[config.mk]
export PLATFORM = sky130hd
export DESIGN_NAME = link_rx_watchdog_escalation_unit
export DESIGN_NICKNAME = d
export VERILOG_FILES = /design/src/rtl/lrwe_pkg.sv /design/src/rtl/lrwe_in_stage.sv /design/src/rtl/lrwe_update.sv /design/src/rtl/link_rx_watchdog_escalation_unit.sv
export SDC_FILE = /design/constraint.sdc
export NUM_CORES = 1
export LEC_CHECK = 0
export BUFFER_PORTS_ARGS = -buffer_cell sky130_fd_sc_hd__buf_2
export CORE_MARGIN = 3
export CORE_UTILIZATION = 35
export CTS_CLUSTER_SIZE = 12
export DETAILED_ROUTE_END_ITERATION = 6
export GPL_ROUTABILITY_DRIVEN = 0
export PLACE_DENSITY = 0.61
export SLEW_MARGIN = 40
export SYNTH_ARGS = -nofsm -noshare
export SYNTH_HDL_FRONTEND = slang
export SYNTH_SLANG_ARGS = --single-unit
[constraint.sdc]
create_clock -name aclk -period 7 [get_ports aclk]
set_clock_uncertainty 0.2 [all_clocks]
set_input_delay 0 -clock aclk [delete_from_list [all_inputs] [get_ports aclk]]
set_output_delay 0 -clock aclk [all_outputs]
set_load 0.02 [all_outputs]
[src/rtl/lrwe_pkg.sv]
// Shared types and constants for the link receive watchdog escalation unit.
// No dependencies; every other file in rtl/ imports this package.
`timescale 1ns / 1ps
`default_nettype none

package lrwe_pkg;

    localparam int unsigned TimerW    = 16;
    localparam int unsigned CountW    = 16;
    localparam int unsigned ThreshW   = 8;
    localparam int unsigned CfgIndexW = 2;
    localparam int unsigned CfgDataW  = 16;

    localparam logic [TimerW-1:0]  SilenceIntervalRst  = TimerW'(90);
    localparam logic [ThreshW-1:0] RestartThresholdRst = ThreshW'(2);
    localparam logic [ThreshW-1:0] FailedThresholdRst  = ThreshW'(4);

    localparam logic [TimerW-1:0] TimerMax = {TimerW{1'b1}};
    localparam logic [CountW-1:0] CountMax = {CountW{1'b1}};

    // Event kinds
    typedef enum logic [1:0] {
        FUNC_TICK    = 2'd0,
        FUNC_FRAME   = 2'd1,
        FUNC_OUTCOME = 2'd2,
        FUNC_NONE    = 2'd3
    } func_t;

    // Configuration register indexes
    typedef enum logic [CfgIndexW-1:0] {
        CFG_SILENCE_INTERVAL  = 2'd0,
        CFG_RESTART_THRESHOLD = 2'd1,
        CFG_FAILED_THRESHOLD  = 2'd2,
        CFG_UNUSED            = 2'd3
    } cfg_index_t;

    typedef enum logic [2:0] {
        ST_OK         = 3'd0,
        ST_TIMEOUT    = 3'd1,
        ST_RESTARTING = 3'd2,
        ST_RECOVERING = 3'd3,
        ST_FAILED     = 3'd4
    } link_state_t;

    typedef struct packed {
        logic [1:0] func;
        logic       restart_ok;
    } lrwe_in_t;

    typedef struct packed {
        logic [2:0]        link_state;
        logic [CountW-1:0] timeouts_seen;
        logic              restart_request;
    } lrwe_out_t;

    typedef struct packed {
        logic [TimerW-1:0]  silence_interval;
        logic [ThreshW-1:0] restart_threshold;
        logic [ThreshW-1:0] failed_threshold;
    } lrwe_cfg_t;

endpackage

`default_nettype wire

[src/rtl/lrwe_in_stage.sv]
// Input register of the watchdog: one item held between the s_ channel and
// the update logic. Depends on lrwe_pkg.
`timescale 1ns / 1ps
`default_nettype none

module lrwe_in_stage
    import lrwe_pkg::*;
(
    input  wire logic     aclk,
    input  wire logic     aresetn,
    input  wire logic     s_valid,
    output logic          s_ready,
    input  wire lrwe_in_t s_data,
    output logic          item_valid,
    output lrwe_in_t      item,
    input  wire logic     item_take
);

    logic     valid_reg;
    logic     valid_next;
    lrwe_in_t item_reg;

    // Refill in the same cycle the held item moves on
    assign s_ready    = !valid_reg || item_take;
    assign valid_next = (s_valid && s_ready) || (valid_reg && !item_take);

    always_ff @(posedge aclk) begin
        if (!aresetn) begin
            valid_reg <= 1'b0;
        end else begin
            valid_reg <= valid_next;
        end
    end

    always_ff @(posedge aclk) begin
        if (s_valid && s_ready) begin
            item_reg <= s_data;
        end
    end

    assign item_valid = valid_reg;
    assign item       = item_reg;

endmodule

`default_nettype wire

[src/rtl/lrwe_update.sv]
// Watchdog state (silence timer, timeout count, link state) and the one-step
// update applied per item. Depends on lrwe_pkg.
`timescale 1ns / 1ps
`default_nettype none

module lrwe_update
    import lrwe_pkg::*;
(
    input  wire logic      aclk,
    input  wire logic      aresetn,
    input  wire lrwe_cfg_t cfg,
    input  wire logic      advance,
    input  wire lrwe_in_t  item,
    output lrwe_out_t      result
);

    logic [TimerW-1:0] timer_reg;
    logic [TimerW-1:0] timer_next;
    logic [CountW-1:0] count_reg;
    logic [CountW-1:0] count_next;
    link_state_t       state_reg;
    link_state_t       state_next;

    logic [TimerW-1:0] timer_inc;
    logic [CountW-1:0] count_inc;
    link_state_t       timeout_state;

    always_comb begin
        timer_inc = (timer_reg != TimerMax) ? timer_reg + TimerW'(1) : timer_reg;
        count_inc = (count_reg != CountMax) ? count_reg + CountW'(1) : count_reg;

        // Failed test first, then restart
        if (count_inc >= CountW'(cfg.failed_threshold)) begin
            timeout_state = ST_FAILED;
        end else if (count_inc >= CountW'(cfg.restart_threshold)) begin
            timeout_state = ST_RESTARTING;
        end else begin
            timeout_state = ST_TIMEOUT;
        end

        timer_next = timer_reg;
        count_next = count_reg;
        state_next = state_reg;

        unique case (func_t'(item.func))
            FUNC_TICK: begin
                if (timer_inc >= cfg.silence_interval) begin
                    timer_next = '0;
                    count_next = count_inc;
                    state_next = timeout_state;
                end else begin
                    timer_next = timer_inc;
                end
            end
            FUNC_FRAME: begin
                timer_next = '0;
                count_next = '0;
                state_next = ST_OK;
            end
            FUNC_OUTCOME: begin
                if (state_reg == ST_RESTARTING) begin
                    if (item.restart_ok) begin
                        timer_next = '0;
                        state_next = ST_RECOVERING;
                    end else begin
                        state_next = ST_FAILED;
                    end
                end
            end
            default: begin
            end
        endcase

        result.link_state      = state_next;
        result.timeouts_seen   = count_next;
        result.restart_request = (state_next == ST_RESTARTING);
    end

    always_ff @(posedge aclk) begin
        if (!aresetn) begin
            timer_reg <= '0;
            count_reg <= '0;
            state_reg <= ST_OK;
        end else if (advance) begin
            timer_reg <= timer_next;
            count_reg <= count_next;
            state_reg <= state_next;
        end
    end

endmodule

`default_nettype wire

[src/rtl/link_rx_watchdog_escalation_unit.sv]
// Top level of the link receive watchdog: configuration registers, input
// register, state update and result register. Depends on lrwe_pkg,
// lrwe_in_stage and lrwe_update.
`timescale 1ns / 1ps
`default_nettype none

// Receive-silence watchdog with escalating recovery. Each item on the s_
// channel is one event (func 0 one-second tick, 1 frame received, 2 restart
// outcome with restart_ok, 3 no effect) and yields exactly one result item on
// the m_ channel: the link state after the event, the consecutive timeout
// count (saturating at 65535) and a restart request flag that is high while
// the state is RESTARTING. Items flow at one per clock as long as m_ready
// keeps up: an item is held in the input register, the state update consumes
// it when it advances, and the result is captured in the output register in
// the same edge. The result register stalls the pipe only while a result
// waits and m_ready is low. Configuration (index 0 silence interval, 1 restart
// threshold, 2 failed threshold) is written through cfg_we/cfg_index/cfg_wdata;
// the user must write it only while the unit is idle, which the block itself
// does not enforce. Writes to index 3 are dropped. Reset restores 90/2/4,
// clears the timer and the count and puts the link in OK.
module link_rx_watchdog_escalation_unit
    import lrwe_pkg::*;
(
    input  wire logic                 aclk,
    input  wire logic                 aresetn,
    // configuration write port
    input  wire logic                 cfg_we,
    input  wire logic [CfgIndexW-1:0] cfg_index,
    input  wire logic [CfgDataW-1:0]  cfg_wdata,
    // event items in
    input  wire logic                 s_valid,
    output logic                      s_ready,
    input  wire lrwe_in_t             s_data,
    // result items out
    output logic                      m_valid,
    input  wire logic                 m_ready,
    output lrwe_out_t                 m_data
);

    lrwe_cfg_t cfg_reg;

    logic      item_valid;
    lrwe_in_t  item;
    logic      advance;
    lrwe_out_t result;

    logic      m_valid_reg;
    logic      m_valid_next;
    lrwe_out_t m_data_reg;

    // Hold the configuration; unused index is ignored
    always_ff @(posedge aclk) begin
        if (!aresetn) begin
            cfg_reg.silence_interval  <= SilenceIntervalRst;
            cfg_reg.restart_threshold <= RestartThresholdRst;
            cfg_reg.failed_threshold  <= FailedThresholdRst;
        end else if (cfg_we) begin
            unique case (cfg_index_t'(cfg_index))
                CFG_SILENCE_INTERVAL:  cfg_reg.silence_interval  <= cfg_wdata[TimerW-1:0];
                CFG_RESTART_THRESHOLD: cfg_reg.restart_threshold <= cfg_wdata[ThreshW-1:0];
                CFG_FAILED_THRESHOLD:  cfg_reg.failed_threshold  <= cfg_wdata[ThreshW-1:0];
                default: begin
                end
            endcase
        end
    end

    lrwe_in_stage u_in_stage (
        .aclk       (aclk),
        .aresetn    (aresetn),
        .s_valid    (s_valid),
        .s_ready    (s_ready),
        .s_data     (s_data),
        .item_valid (item_valid),
        .item       (item),
        .item_take  (advance)
    );

    // Advance the held item when the result register is free or draining
    assign advance = item_valid && (!m_valid_reg || m_ready);

    lrwe_update u_update (
        .aclk    (aclk),
        .aresetn (aresetn),
        .cfg     (cfg_reg),
        .advance (advance),
        .item    (item),
        .result  (result)
    );

    assign m_valid_next = advance || (m_valid_reg && !m_ready);

    always_ff @(posedge aclk) begin
        if (!aresetn) begin
            m_valid_reg <= 1'b0;
        end else begin
            m_valid_reg <= m_valid_next;
        end
    end

    always_ff @(posedge aclk) begin
        if (advance) begin
            m_data_reg <= result;
        end
    end

    assign m_valid = m_valid_reg;
    assign m_data  = m_data_reg;

endmodule

`default_nettype wire

==> results <==
- Along the worst hold path, the cell count comes to 2.
- The count of nets left with antenna violations once routing finished came out at 0.
- The maximum operating frequency is 209.8 MHz.
- The diode insertion count for antenna repair is 0.
- The tightest min-delay check is of the input pin to flip-flop type.
- The launching point of the worst reg2reg path is u_update.timer_reg[4].
- Synthesis instantiated slightly below 80 different standard cells from the library.
- The slew of the pin with the lowest slew margin is around 790 ps.
- The count of final hold-check violations is 0.
- The power per cell area is between 150 and 200 mW/mm2.
- The die extent in y is 131.9 um.
- In the synthesized netlist the dominant register cell turns out to be dfxtp_1.
- The number of H-tree levels is 3.
- The die extent in x is 131.9 um.
- The net count after synthesis is between 700 and 800.
- The worst pin sits at a relative slew slack of around 48%.
- The synthesized flop and latch total is between 90 and 100.
- Of the cells placed in the final design, the portion with a size suffix greater than 1 is 13.37%.
- For this block, the via count after detailed routing is about 5.0k.
- The DRC violations left is 0.
- The met1 demand-to-capacity share in global routing is 19.69%.
- Once the floorplan was initialized, standard cells occupied roughly 36% of the core.
- The worst path needs between 4000 and 5000 ps of the cycle, external delays included.
- Clock latency on the worst-skew pair, taken at its later pin, is between 300 and 400 ps.
- The flow ran to the end, and the final reports show no timing, DRC or antenna violations.
- The arrival time of data at the critical path endpoint is approximately 4700 ps.
- The global route total overflow is 0.
- The cell family contributing the most delay on the critical path is compound AO/OA/AOI/OAI gates.
- The clock transition at the registers of the reported paths is roughly 60 ps.
- For this run, global-route usage on met2 was measured as 28.71%.
- For hold timing, the worst endpoint is u_in_stage.item[0].
- The buffers plus inverters on the worst setup path is 0.
- The average footprint of a synthesized cell is between 8 and 9 um2.
- The number of primary I/O pins is 48.
- For the final routed database, the setup TNS stands at 0 ps.
- Synthesis handed over a netlist of ~640 instances.
- The number of enable flip-flop cells after synthesis is 23.
- The max-slew violation count was 0.
- The HPWL after detailed placement is roughly 9.7 mm.
- The share of flip-flops with an asynchronous set or reset after synthesis is 0%.
- In this run, the number of DRC markers left after iteration 0 of detailed routing was 378.
- The total CTS buffers is 9.
- The global-route usage over all layers is between 15 and 20%.
- The first-pass detailed-route iteration total is 5.
- In the post-route analysis, the smallest setup slack over all paths is 2234 ps.
- The total clock sinks is 92.
- The number of gates resized after CTS was 0.
- The kind of capture point of the worst setup path is a flip-flop.
- The endpoint identified for the worst register-to-register timing path is m_data[5].
- The count of buffers added by post-CTS timing repair for setup is 0.
- The number of failing setup endpoints in the final timing report is 0.
- The CTS tree is done.
- The share of the Yosys chip area taken by registers is a little under two fifths.
- The highest fanout seen on the critical path is 9.
- The total standard cell area after synthesis is roughly 0.0056 mm2.
- Setup repair after global routing left no endpoint under its margin.
- The clock tree buffer depth is 2.
- The max-cap violation count is 0.
- The number of cells in the design after placement is roughly 870.
- In this run, post-CTS hold repair placed 42 buffers.
- For met3 alone, demand over resource in global routing was about 4%.
- The overall routed net length is 14.01 mm.
- The master cell of the clock root buffer is clkbuf_16.
- The worst hold path begins at s_data[0].
- At the end of the flow, the number of nets in the layout was ~800.
- The maximum number of pins on one net before global-route repair is 56.
- Of the available clock period, the critical path in the final layout requires 68.09%.
- The number of antenna violations at the first check in global routing is 0.
- The final instance count without filler cells is about 930.
- The total number of cells along the worst setup path is 14.
- The critical path goes through and3_2 -> nand4_4 -> or4_1 -> nand3_2 -> nor2_1 -> xor2_1 -> ha_1 -> and4_1 -> o2111ai_1 -> a31o_2 -> a21o_2 -> a31oi_1 -> o21ai_0 -> a22o_1.
- The area added between synthesis and finish is 20.01%.
- The number of port buffers is 47.
- In this run the static leakage power is approximately 2.7 nW.
- The floorplan step defined a die boundary enclosing about 0.017 mm2.
- The number of global-route vias before repair is roughly 4.8k.
- The path type of the worst setup path is flip-flop to flip-flop.
- The worst setup path is launched from a flip-flop.
- In the routed layout, each cell is associated on average with a via count of ~5.3.
- In this run the core area contains 45 standard-cell rows.
- The register with the most flip-flops in the layout has 32 of them.
- The number of warnings issued by yosys is 0.
- The worst setup slack for register-to-register paths is ~2200 ps.
- For this design, the slowest cell found on the critical path is or4_1.
- The path depth of the worst reg2reg path is 14.
- STA puts the critical path data required time at between 6000 and 7000 ps.
- The maximum single-stage delay on the critical path is 680 ps.
- The worst-case IR drop observed on VDD is between 0.1 and 0.15 mV.
- The global routing stage identified its most utilized layer as met2.
- The first-pass GRT wire length is roughly 24 mm.
- The region available for standard cell placement spans 0.01537 mm2.
- Before CTS, the worst setup slack after placement is 2325 ps.
- After detailed routing, the average wire length per cell comes to between 15 and 20 um.
## metal layers
metal | up-vias | share of wire, % | wire length [um]
met5 | - | 0 | 0
met4 | 0 | 2.2 | 303
met3 | 27 | 4.5 | 626
met2 | 111 | 50 | 6942
met1 | 2353 | 44 | 6140
li1 | 2468 | - | -
## cell type report
cell class,instances,area (um2)
Inverter,43,163.9
Timing Repair Buffer,90,663.1
Clock inverter,5,57.56
Multi-Input combinational cell,477,3189
Clock buffer,11,252.7
Sequential cell,92,2072
Fill cell,1502,8708
Tap cell,211,264.0
## synthesized netlist by cell type (all sizes together), types with 3 or more instances
cell type	n	area (um2)
nand2	93	349.1
dfxtp	69	1381
nor2	51	193.9
a21oi	48	262.8
inv	43	161.4
ha	38	475.5
nand3	27	140.1
o21ai	25	128.9
edfxtp	23	690.7
mux2i	20	200.2
clkbuf	19	72.56
nor3	16	90.09
buf	13	88.83
a31oi	12	75.07
xnor2	10	87.58
a21o	8	62.56
and3	8	51.30
o211ai	8	60.06
o21a	8	60.06
nand4	7	73.82
o31ai	7	52.55
a211oi	5	37.54
a311oi	5	43.79
a41oi	5	43.79
xor2	5	43.79
nor2b	4	25.02
o211a	4	40.04
or2	4	27.53
a22o	3	27.53
and4	3	26.28
nor3b	3	22.52
nor4	3	33.78
or4	3	22.52
## cell families after synthesis
kind of cell	share of synthesized area [%]
xor+xnor	2.366
mux	4.012
flops	37.32
simple gates	21.10
buf+inv	5.814
compound gates	20.83
fa+ha+maj	8.564
## worst max-delay path by stage
stage / startpoint / end / slack (ps)
4_1_cts: u_update.timer_reg[4] / m_data[5] / 2280
5_1_grt: u_update.timer_reg[0] / m_data[3] / 2000
3_5_place_dp: u_update.timer_reg[4] / m_data[5] / 2330
2_1_floorplan: u_update.timer_reg[4] / m_data[6] / 3030
3_3_place_gp: u_update.timer_reg[0] / m_data[6] / 2360
6_report: u_update.timer_reg[4] / m_data[5] / 2230
## worst reg2reg max path: cells and delay by family, from the launching register on
family | cells | cell delay [ps]
flops | 1 | 480
fa+ha+maj | 1 | 320
compound gates | 6 | 1730
xor+xnor | 1 | 170
simple gates | 6 | 1630
## power by group
part	internal, mW	switching, mW
sequential	0.560	0.00810
clock	0.297	0.216
combinational	0.0459	0.0683
## per-stage QoR
step | cell area [um2] | hold WS, ps | total power [mW] | util (%)
after global placement | 5909 | -17.78 | 0.6756 | 38.45
after detailed placement | 5928 | -18.51 | 0.6793 | 38.57
final | 6663 | 155.3 | 1.196 | 43.35
after floorplan | 5552 | -101.1 | 0.6437 | -
after CTS | 6659 | 140.0 | 1.212 | 43.32
after global routing | 6663 | 156.7 | 1.247 | 43.35
## cells in the final DEF, fill, tap and decap left out, types with 7 or more instances in the layout
master and count:
nand2_1 93, dfxtp_1 69, nor2_1 50, buf_2 47, a21oi_1 45, inv_1 42, dlygate4sd3_1 42, ha_1 38
nand3_1 26, edfxtp_1 23, o21ai_0 21, mux2i_1 20, nor3_1 14, a31oi_1 12, xnor2_1 10, clkbuf_16 9
o21a_1 8, o211ai_1 8, o31ai_1 7, and3_1 7
(Power assumes the default switching activity.)
